==> src/tdgr_pkg.sv <==
// ----------------------------------------------------------------------------
// tdgr_pkg
// Shared types and constants for the tap-dance gesture resolver.
// ----------------------------------------------------------------------------
package tdgr_pkg;

    // Field widths of the request, result and configuration channels.
    localparam int KEY_W     = 16;
    localparam int MS_W      = 16;
    localparam int TARGET_W  = 4;
    localparam int KIND_W    = 3;
    localparam int CFG_IDX_W = 8;
    localparam int CFG_DAT_W = 16;

    // Default saturation limit of the press counter.
    localparam int PRESS_COUNT_MAX_DEF = 31;

    // Configuration reset values.
    localparam logic [KEY_W-1:0]    TRIGGER_KEY_RST    = 16'd0;
    localparam logic [TARGET_W-1:0] TARGET_PRESSES_RST = 4'd2;
    localparam logic                HOLD_MODE_RST      = 1'b0;
    localparam logic [MS_W-1:0]     TAP_TIMEOUT_RST    = 16'd200;

    // Query kinds carried by each request.
    typedef enum logic [KIND_W-1:0] {
        KIND_INITIAL     = 3'd0,
        KIND_PARTIAL     = 3'd1,
        KIND_COMPLETE    = 3'd2,
        KIND_ACT_INITIAL = 3'd3,
        KIND_ACT_REPLAY  = 3'd4,
        KIND_ACTIVE      = 3'd5
    } t_kind;

    // Configuration register indexes.
    typedef enum logic [CFG_IDX_W-1:0] {
        CFG_TRIGGER_KEY    = 8'd0,
        CFG_TARGET_PRESSES = 8'd1,
        CFG_HOLD_MODE      = 8'd2,
        CFG_TAP_TIMEOUT    = 8'd3
    } t_cfg_idx;

endpackage

==> src/tdgr_in_if.sv <==
// ----------------------------------------------------------------------------
// tdgr_in_if
// Request channel: one gesture query with its key event.
// ----------------------------------------------------------------------------
interface tdgr_in_if;
    logic                            valid;
    logic                            ready;
    logic [tdgr_pkg::KIND_W-1:0]     kind;
    logic                            is_key_event;
    logic [tdgr_pkg::KEY_W-1:0]      event_key;
    logic                            pressed;
    logic [tdgr_pkg::MS_W-1:0]       ms_left;

    modport source (output valid, kind, is_key_event, event_key, pressed, ms_left,
                    input ready);
    modport sink   (input valid, kind, is_key_event, event_key, pressed, ms_left,
                    output ready);
endinterface

==> src/tdgr_out_if.sv <==
// ----------------------------------------------------------------------------
// tdgr_out_if
// Result channel: timeout and outcome of one query.
// ----------------------------------------------------------------------------
interface tdgr_out_if;
    logic                        valid;
    logic                        ready;
    logic [tdgr_pkg::MS_W-1:0]   timeout_ms;
    logic                        timeout_never;
    logic                        outcome;

    modport source (output valid, timeout_ms, timeout_never, outcome, input ready);
    modport sink   (input valid, timeout_ms, timeout_never, outcome, output ready);
endinterface

==> src/tdgr_cfg_if.sv <==
// ----------------------------------------------------------------------------
// tdgr_cfg_if
// Configuration write channel: register index and write data.
// ----------------------------------------------------------------------------
interface tdgr_cfg_if;
    logic                             valid;
    logic                             ready;
    logic [tdgr_pkg::CFG_IDX_W-1:0]   index;
    logic [tdgr_pkg::CFG_DAT_W-1:0]   data;

    modport source (output valid, index, data, input ready);
    modport sink   (input valid, index, data, output ready);
endinterface

==> src/tap_dance_gesture_resolver_core.sv <==
// ----------------------------------------------------------------------------
// tap_dance_gesture_resolver_core
// Matches one tap-dance gesture and answers timeout and outcome per query.
// ----------------------------------------------------------------------------
// Each query request is decoded combinationally: the press counter and
// key-down flag update on acceptance, and the answer is loaded into the
// result register at the same edge. A new request is taken every cycle as
// long as the result register is empty or being drained, so throughput is
// one request per clock. Configuration writes are accepted every cycle and
// should be issued only while no request is in flight.
// ----------------------------------------------------------------------------
module tap_dance_gesture_resolver_core #(
    parameter int PRESS_COUNT_MAX = tdgr_pkg::PRESS_COUNT_MAX_DEF
) (
    input  logic        i_clk,
    input  logic        i_rst_n,
    tdgr_in_if.sink     i_in,
    tdgr_out_if.source  o_out,
    tdgr_cfg_if.sink    i_cfg
);

    localparam int CNT_W = $clog2(PRESS_COUNT_MAX + 1);
    localparam logic [CNT_W-1:0] CNT_MAX = CNT_W'(PRESS_COUNT_MAX);

    // Configuration registers.
    logic [tdgr_pkg::KEY_W-1:0]    r_trigger_key;
    logic [tdgr_pkg::TARGET_W-1:0] r_target;
    logic                          r_hold_mode;
    logic [tdgr_pkg::MS_W-1:0]     r_tap_timeout;

    // Gesture state.
    logic [CNT_W-1:0] r_count, n_count;
    logic             r_down,  n_down;

    // Result register.
    logic                      r_out_valid;
    logic [tdgr_pkg::MS_W-1:0] r_timeout, n_timeout;
    logic                      r_never,   n_never;
    logic                      r_outcome, n_outcome;

    logic             in_accept;
    logic             trig;
    logic [CNT_W-1:0] target_ext;
    logic [CNT_W-1:0] base_count;
    logic             base_down;
    logic             resolved;

    // Saturating increment of the press counter.
    function automatic logic [CNT_W-1:0] bump(input logic [CNT_W-1:0] c);
        bump = (c < CNT_MAX) ? c + CNT_W'(1) : c;
    endfunction

    // The gesture activates when the count hits the target with the key held
    // (hold variant) or released (tap variant).
    function automatic logic activate(input logic [CNT_W-1:0] c, input logic d,
                                      input logic [CNT_W-1:0] tgt, input logic hm);
        activate = (c == tgt) && (hm ? d : !d);
    endfunction

    assign i_cfg.ready = 1'b1;
    assign i_in.ready  = !r_out_valid || o_out.ready;
    assign in_accept   = i_in.valid && i_in.ready;

    assign o_out.valid         = r_out_valid;
    assign o_out.timeout_ms    = r_timeout;
    assign o_out.timeout_never = r_never;
    assign o_out.outcome       = r_outcome;

    // Configuration writes; indexes past the list are ignored.
    always_ff @(posedge i_clk) begin
        if (!i_rst_n) begin
            r_trigger_key <= tdgr_pkg::TRIGGER_KEY_RST;
            r_target      <= tdgr_pkg::TARGET_PRESSES_RST;
            r_hold_mode   <= tdgr_pkg::HOLD_MODE_RST;
            r_tap_timeout <= tdgr_pkg::TAP_TIMEOUT_RST;
        end else if (i_cfg.valid) begin
            case (tdgr_pkg::t_cfg_idx'(i_cfg.index))
                tdgr_pkg::CFG_TRIGGER_KEY: begin
                    r_trigger_key <= i_cfg.data[tdgr_pkg::KEY_W-1:0];
                end
                tdgr_pkg::CFG_TARGET_PRESSES: begin
                    r_target <= i_cfg.data[tdgr_pkg::TARGET_W-1:0];
                end
                tdgr_pkg::CFG_HOLD_MODE: begin
                    r_hold_mode <= i_cfg.data[0];
                end
                tdgr_pkg::CFG_TAP_TIMEOUT: begin
                    r_tap_timeout <= i_cfg.data[tdgr_pkg::MS_W-1:0];
                end
                default: begin
                end
            endcase
        end
    end

    assign trig       = i_in.is_key_event && (i_in.event_key == r_trigger_key);
    assign target_ext = CNT_W'(r_target);

    // Query decode: next gesture state and the answer for this request.
    always_comb begin
        n_count    = r_count;
        n_down     = r_down;
        n_timeout  = '0;
        n_never    = 1'b0;
        n_outcome  = 1'b0;
        base_count = r_count;
        base_down  = r_down;
        resolved   = 1'b0;
        case (tdgr_pkg::t_kind'(i_in.kind))
            tdgr_pkg::KIND_INITIAL: begin
                if (trig && i_in.pressed) begin
                    n_count   = CNT_W'(1);
                    n_down    = 1'b1;
                    n_timeout = r_tap_timeout;
                    n_outcome = activate(CNT_W'(1), 1'b1, target_ext, r_hold_mode);
                end
            end
            tdgr_pkg::KIND_PARTIAL, tdgr_pkg::KIND_COMPLETE: begin
                if (trig) begin
                    n_count   = i_in.pressed ? bump(r_count) : r_count;
                    n_down    = i_in.pressed;
                    resolved  = (n_count > target_ext) ||
                                ((n_count == target_ext) && !n_down);
                    n_timeout = resolved ? '0 : r_tap_timeout;
                    n_outcome = activate(n_count, n_down, target_ext, r_hold_mode);
                end else if (i_in.ms_left == '0) begin
                    // Default hold rule: resolve once no time remains.
                    n_outcome = r_hold_mode;
                end else begin
                    n_timeout = i_in.ms_left;
                    n_outcome = activate(r_count, r_down, target_ext, r_hold_mode);
                end
            end
            tdgr_pkg::KIND_ACT_INITIAL, tdgr_pkg::KIND_ACT_REPLAY: begin
                // A fresh activation starts counting from zero.
                if (tdgr_pkg::t_kind'(i_in.kind) == tdgr_pkg::KIND_ACT_INITIAL) begin
                    base_count = '0;
                    base_down  = 1'b0;
                end
                n_count = base_count;
                n_down  = base_down;
                if (trig) begin
                    n_count   = i_in.pressed ? bump(base_count) : base_count;
                    n_down    = i_in.pressed;
                    n_outcome = 1'b1;
                    n_never   = r_hold_mode ||
                                !(!i_in.pressed && (n_count >= target_ext));
                end else begin
                    n_never = 1'b1;
                end
            end
            tdgr_pkg::KIND_ACTIVE: begin
                if (r_hold_mode) begin
                    if (trig && !i_in.pressed) begin
                        n_down = 1'b0;
                    end else begin
                        n_never = 1'b1;
                    end
                end
            end
            default: begin
            end
        endcase
    end

    // Gesture state updates on each accepted request.
    always_ff @(posedge i_clk) begin
        if (!i_rst_n) begin
            r_count <= '0;
            r_down  <= 1'b0;
        end else if (in_accept) begin
            r_count <= n_count;
            r_down  <= n_down;
        end
    end

    // Result register: loaded on accept, emptied when the sink takes it.
    always_ff @(posedge i_clk) begin
        if (!i_rst_n) begin
            r_out_valid <= 1'b0;
        end else if (in_accept) begin
            r_out_valid <= 1'b1;
        end else if (o_out.ready) begin
            r_out_valid <= 1'b0;
        end
    end

    always_ff @(posedge i_clk) begin
        if (in_accept) begin
            r_timeout <= n_timeout;
            r_never   <= n_never;
            r_outcome <= n_outcome;
        end
    end

`ifndef ASSERT_OFF
    // The press counter never passes its saturation limit.
    a_count_sat: assert property (@(posedge i_clk) disable iff (!i_rst_n)
        r_count <= CNT_MAX)
        else $error("press count above limit");

    // A held trigger key always implies at least one counted press.
    a_down_count: assert property (@(posedge i_clk) disable iff (!i_rst_n)
        r_down |-> (r_count != '0))
        else $error("key down with zero press count");

    // A result that waits indefinitely carries a zero timeout.
    a_never_zero: assert property (@(posedge i_clk) disable iff (!i_rst_n)
        (r_out_valid && r_never) |-> (r_timeout == '0))
        else $error("never result with nonzero timeout");

    // Every accepted request shows a result in the next cycle.
    a_accept_result: assert property (@(posedge i_clk) disable iff (!i_rst_n)
        in_accept |=> r_out_valid)
        else $error("accepted request produced no result");
`endif

endmodule

==> src/flat_wrapper.sv <==
// flat-port wrapper written by rule: the top's interface ports become plain ports
module tap_dance_gesture_resolver_core_flat 
#(
    parameter int PRESS_COUNT_MAX = tdgr_pkg::PRESS_COUNT_MAX_DEF
)
  (i_clk, i_rst_n, i_in_valid, i_in_kind, i_in_is_key_event, i_in_event_key, i_in_pressed, i_in_ms_left, i_in_ready, o_out_valid, o_out_timeout_ms, o_out_timeout_never, o_out_outcome, o_out_ready, i_cfg_valid, i_cfg_index, i_cfg_data, i_cfg_ready);
  tdgr_in_if i_in_i ();
  tdgr_out_if o_out_i ();
  tdgr_cfg_if i_cfg_i ();
  input  logic i_clk;
  input  logic i_rst_n;
  input wire logic [$bits(i_in_i.valid)-1:0] i_in_valid;
  input wire logic [$bits(i_in_i.kind)-1:0] i_in_kind;
  input wire logic [$bits(i_in_i.is_key_event)-1:0] i_in_is_key_event;
  input wire logic [$bits(i_in_i.event_key)-1:0] i_in_event_key;
  input wire logic [$bits(i_in_i.pressed)-1:0] i_in_pressed;
  input wire logic [$bits(i_in_i.ms_left)-1:0] i_in_ms_left;
  output wire logic [$bits(i_in_i.ready)-1:0] i_in_ready;
  output wire logic [$bits(o_out_i.valid)-1:0] o_out_valid;
  output wire logic [$bits(o_out_i.timeout_ms)-1:0] o_out_timeout_ms;
  output wire logic [$bits(o_out_i.timeout_never)-1:0] o_out_timeout_never;
  output wire logic [$bits(o_out_i.outcome)-1:0] o_out_outcome;
  input wire logic [$bits(o_out_i.ready)-1:0] o_out_ready;
  input wire logic [$bits(i_cfg_i.valid)-1:0] i_cfg_valid;
  input wire logic [$bits(i_cfg_i.index)-1:0] i_cfg_index;
  input wire logic [$bits(i_cfg_i.data)-1:0] i_cfg_data;
  output wire logic [$bits(i_cfg_i.ready)-1:0] i_cfg_ready;
  assign i_in_i.valid = i_in_valid;
  assign i_in_i.kind = i_in_kind;
  assign i_in_i.is_key_event = i_in_is_key_event;
  assign i_in_i.event_key = i_in_event_key;
  assign i_in_i.pressed = i_in_pressed;
  assign i_in_i.ms_left = i_in_ms_left;
  assign i_in_ready = i_in_i.ready;
  assign o_out_valid = o_out_i.valid;
  assign o_out_timeout_ms = o_out_i.timeout_ms;
  assign o_out_timeout_never = o_out_i.timeout_never;
  assign o_out_outcome = o_out_i.outcome;
  assign o_out_i.ready = o_out_ready;
  assign i_cfg_i.valid = i_cfg_valid;
  assign i_cfg_i.index = i_cfg_index;
  assign i_cfg_i.data = i_cfg_data;
  assign i_cfg_ready = i_cfg_i.ready;
  tap_dance_gesture_resolver_core #(.PRESS_COUNT_MAX(PRESS_COUNT_MAX)) u_core (.i_clk(i_clk), .i_rst_n(i_rst_n), .i_in(i_in_i), .o_out(o_out_i), .i_cfg(i_cfg_i));
endmodule
==> config.mk <==
export PLATFORM = sky130hd
export DESIGN_NAME = tap_dance_gesture_resolver_core_flat
export DESIGN_NICKNAME = d
export VERILOG_FILES = /design/src/tdgr_pkg.sv /design/src/tdgr_in_if.sv /design/src/tdgr_out_if.sv /design/src/tdgr_cfg_if.sv /design/src/tap_dance_gesture_resolver_core.sv /design/src/flat_wrapper.sv
export SDC_FILE = /design/constraint.sdc
export NUM_CORES = 1
export LEC_CHECK = 0
export BUFFER_PORTS_ARGS = -buffer_cell sky130_fd_sc_hd__buf_2
export CORE_MARGIN = 3
export CORE_UTILIZATION = 40
export CTS_CLUSTER_DIAMETER = 30
export DETAILED_ROUTE_END_ITERATION = 10
export GPL_ROUTABILITY_DRIVEN = 0
export PLACE_DENSITY = 0.65
export SYNTH_ARGS = -nofsm -noshare
export SYNTH_HDL_FRONTEND = slang
export SYNTH_SLANG_ARGS = --single-unit
==> constraint.sdc <==
create_clock -name i_clk -period 2.5 [get_ports i_clk]
set_input_delay 0.125 -clock i_clk [delete_from_list [all_inputs] [get_ports i_clk]]
set_output_delay 0.125 -clock i_clk [all_outputs]
set_load 0.01 [all_outputs]
==> summary.txt <==
Logic synthesis
  – Yosys warning total: 0
  – Mapped cell area: 3570 µm²
  – Proportion of netlist area held by the largest area contributor: 24.7%
  – Yosys cell types: 52
  – Largest area contributor in the synthesized netlist: sky130_fd_sc_hd__dfxtp_1
  – Syn_nets: 466
  – Number of enable-type register cells in the synthesized netlist: 18
  – Post-synthesis async set-or-reset flop share: 0%
  – Post-synthesis instance total: 390
  – Main synth FF type: sky130_fd_sc_hd__dfxtp_1
  – Number of synthesized register bits: 62
  – Mean cell area of the mapped netlist: 9.16 µm²
  – Top area cells in the synthesized netlist: sky130_fd_sc_hd__dfxtp_1 25%, sky130_fd_sc_hd__edfxtp_1 15%, sky130_fd_sc_hd__mux2i_1 7.3%, sky130_fd_sc_hd__nand2_1 5.6%, sky130_fd_sc_hd__nor2b_1 4.4%
  – Fraction of the yosys area taken by sequential cells: 39.8%

Timing
  – Post-route fraction of the period consumed by the critical path: 98.6%
  – Min cycle time layout: 2.47 ns
  – Relative slew slack: 52.4%
  – Fmax: 406 MHz
  – Transition time at the pin with the least slew margin: 0.714 ns
  – Setup violators final: 0
  – TNS Setup: 0 ns
  – Count of final max-slew check failures: 0
  – Clock Skews: 0.0166 ns
  – Setup repair after global routing missed its margin: true
  – Final Hold Viols: 0

Setup path
  – CP required: 2.60 ns
  – Number of buffers and inverters on the critical path: 3
  – Critical Path, Cell by Cell: nand4_1, buf_4, buf_4, nand3_2, o21ai_2, ha_1, and4_1, nand2_1, o21ai_1, a31oi_2, nor2_4, buf_12, a22o_1
  – Crit Path Max Fanout: 16
  – Slowest-stage cell, CP: sky130_fd_sc_hd__dfxtp_4
  – Crit Path Class: flip-flop to flip-flop
  – Data arrival, critical path: 2.56 ns
  – Flop2flop setup slack: 0.03 ns
  – Element type at the critical path end: flip-flop
  – Highest cell delay on the worst timing path: 0.38 ns
  – CP startpoint kind: flip-flop
  – Most common cell on crit path: sky130_fd_sc_hd__buf_4
  – Cell class contributing the biggest share of worst-path delay: compound AO/OA/AOI/OAI gates

Global route
  – Largest net degree at the start of global routing: 47
  – Met2 Usage GRT: 27.6%
  – Met1 global-route usage: 26.6%
  – Met3 Track Usage GR: 4.91%
  – Overall Global Routing Usage: 18.6%
  – Most used routing layer: met2
  – Number of global-route vias before repair: 3020
  – GR Overflow Total: 0
  – Wire length of the first global-routing pass: 15000 µm
  – Antenna violations before repair: 0

Clock tree
  – Total clock buffers created by CTS: 9
  – Skew-Pair Late Insertion Delay: 0.34 ns
  – Clock transition at the register clock pins on the worst setup and hold paths after CTS: 0.08 ns
  – Number of H-tree levels: 3
  – Number of buffers between clock root and the deepest sink: 2
  – Buffer type at the clock tree root: sky130_fd_sc_hd__clkbuf_8
  – TritonCTS clock tree: built
  – CTS sink cnt: 62

Final layout
  – Most common cell after layout, fill and taps aside: sky130_fd_sc_hd__buf_2
  – Most frequent cells in the layout: 85 x sky130_fd_sc_hd__buf_2, 52 x sky130_fd_sc_hd__nand2_1, 41 x sky130_fd_sc_hd__dfxtp_1
  – Area growth syn-to-layout: 25.7%
  – Area of the multi-input gates: 2040 µm²
  – Number of diodes: 0
  – Filler instances: 831
  – Layout net count: 560
  – Seq. cell area: 1430 µm²
  – Fraction of final layout cells with drive strength greater than 1: 30.5%

Power and ir drop
  – Power consumption: 0.00238 W
  – Net Sw Frac: 26.5%
  – Proportion of power drawn by combinational gates: 14.2%
  – Internal cell power: 0.00175 W
  – Register share of total power: 45.1%
  – LEAKAGE: 1.82 nW
  – Peak supply drop: 0.295 mV
  – Part of the power in the clock network: 40.7%
  – Power density over cell area: 531 nW/µm²
  – Net switching power figure: 0.000631 W

Place
  – Total of buffers placed on input and output ports: 85
  – Total half-perimeter wirelength after legalization and detailed placement: 7170 µm

Drt
  – Iteration count of the initial detailed-routing pass: 4
  – Detail Route Antenna Nets: 0
  – 1st-iter DRT viols: 189
  – Vias/cell: 5.39
  – Total wire length: 9470 µm
  – Post-DR wirelength/cell: 15.9 µm
  – DRC violation count after routing: 0
  – Count of vias placed by the detailed router: 3199

Floorplan
  – Count of boundary I/O pins: 87
  – Starting utilization of the core area: 42.4%
  – Die area: 10100 µm²
  – Area of the core: 8420 µm²
  – Vertical extent of the die: 101 µm
  – FP Rows: 33
  – Overall die width: 101 µm

Hold path
  – Worst min path class: input pin to flip-flop

Job
  – Number of max-capacitance violations reported: 0

Status
  – Outcome: finished, final reports clean
[worst reg2reg max path, cell delays in order (launching register included)]
cell	delay [ns]
sky130_fd_sc_hd__dfxtp_4	0.38
sky130_fd_sc_hd__nand4_1	0.14
sky130_fd_sc_hd__buf_4	0.17
sky130_fd_sc_hd__buf_4	0.14
sky130_fd_sc_hd__nand3_2	0.07
sky130_fd_sc_hd__o21ai_2	0.06
sky130_fd_sc_hd__ha_1	0.31
sky130_fd_sc_hd__and4_1	0.19
sky130_fd_sc_hd__nand2_1	0.06
sky130_fd_sc_hd__o21ai_1	0.09
sky130_fd_sc_hd__a31oi_2	0.24
sky130_fd_sc_hd__nor2_4	0.06
sky130_fd_sc_hd__buf_12	0.15
sky130_fd_sc_hd__a22o_1	0.18
[stage by stage]
step | cells | utilization, % | hold slack, ns | area, µm² | setup slack [ns]
2_1_floorplan | 390 | - | 0.249 | 3580 | 0.00826
3_3_place_gp | 574 | 49.2 | 0.387 | 4140 | -0.0794
3_5_place_dp | 574 | 49.2 | 0.390 | 4140 | -0.163
4_1_cts | 591 | 52.1 | 0.0208 | 4390 | 0.00760
5_1_grt | 594 | 53.3 | 0.0348 | 4490 | -0.0527
6_report | 594 | 53.3 | 0.0364 | 4490 | 0.0343
[synth_stat cells (all sizes together), types with 3 or more instances]
library cell,count
a21boi,16
nor2,17
nor4,10
and3,3
a22o,17
nor2b,25
inv,12
o22ai,3
nand4,7
edfxtp,18
nand2,54
a21oi,11
nand3,14
mux2i,26
a211oi,3
nor3,3
xnor2,15
nand2b,5
dfxtp,44
and4,3
xor2,5
buf,13
mux2,3
ha,10
clkbuf,13
a21o,3
o21ai,13
a31oi,5
[final timing paths]
check	start	end	cells past startpoint
setup reg to reg	u_core.r_count[1]	u_core.o_out.timeout_ms[14]	13
hold reg to reg	u_core.r_tap_timeout[8]	u_core.r_tap_timeout[8]	2
setup / recovery	u_core.r_count[1]	u_core.o_out.timeout_ms[14]	13
hold / removal	i_cfg_data[10]	u_core.r_tap_timeout[10]	3
[logic make-up (layout without fill, tap and decap cells)]
logic type / count (synthesis) / count (layout) / synth area share [%]
adder cells (fa/ha/maj): 10 / 10 / 3.50
buffers and inverters: 38 / 137 / 5.15
AND/OR/NAND/NOR: 150 / 150 / 22.5
XOR/XNOR: 20 / 20 / 4.90
other: 1 / 1 / 0.105
multiplexers: 29 / 29 / 8.23
AO/OA/AOI/OAI: 80 / 80 / 15.9
flip-flops: 62 / 62 / 39.8
[routing by layer]
metal	wire, µm	share of wire, %
met1	4490	47
met5	0	0
met3	751	7.9
met4	149	1.6
met2	4070	43
[final cells by class]
type / count / share of cell area, %
clock buffer: 10 / 3.32
inverter: 12 / 1.00
timing repair buffer: 109 / 13.9
tap: 105 / 2.93
multi-input combinational: 290 / 45.4
clock inverter: 6 / 1.62
sequential: 62 / 31.8
[what timing repair did]
action	in CTS	in global routing
endpoints found under the setup margin	17	17
pin swaps	7	11
buffers inserted	1	3
hold buffers	0	0
resized for setup	8	16
[flip-flops by register name (all words and copies together), names as in the netlist]
register	count
u_core.o_out.outcome	1
u_core.o_out.valid	1
u_core.r_target	4
u_core.r_tap_timeout	16
u_core.o_out.timeout_ms	16
u_core.r_count	5
u_core.r_down	1
u_core.r_trigger_key	16
u_core.r_hold_mode	1
u_core.o_out.timeout_never	1
[power groups by stage]
| stage | Sequential, W | Combinational [W] | Clock [W] |
|---|---|---|---|
| final | 0.00107 | 0.000339 | 0.000970 |
| after floorplan | 0.00111 | 0.000164 | 0 |
| after global placement | 0.00110 | 0.000311 | 0 |
| after detailed placement | 0.00110 | 0.000315 | 0 |
| after CTS | 0.00107 | 0.000322 | 0.000990 |
| after global routing | 0.00108 | 0.000371 | 0.00103 |
No activity file was read; power rests on OpenSTA's default activity.
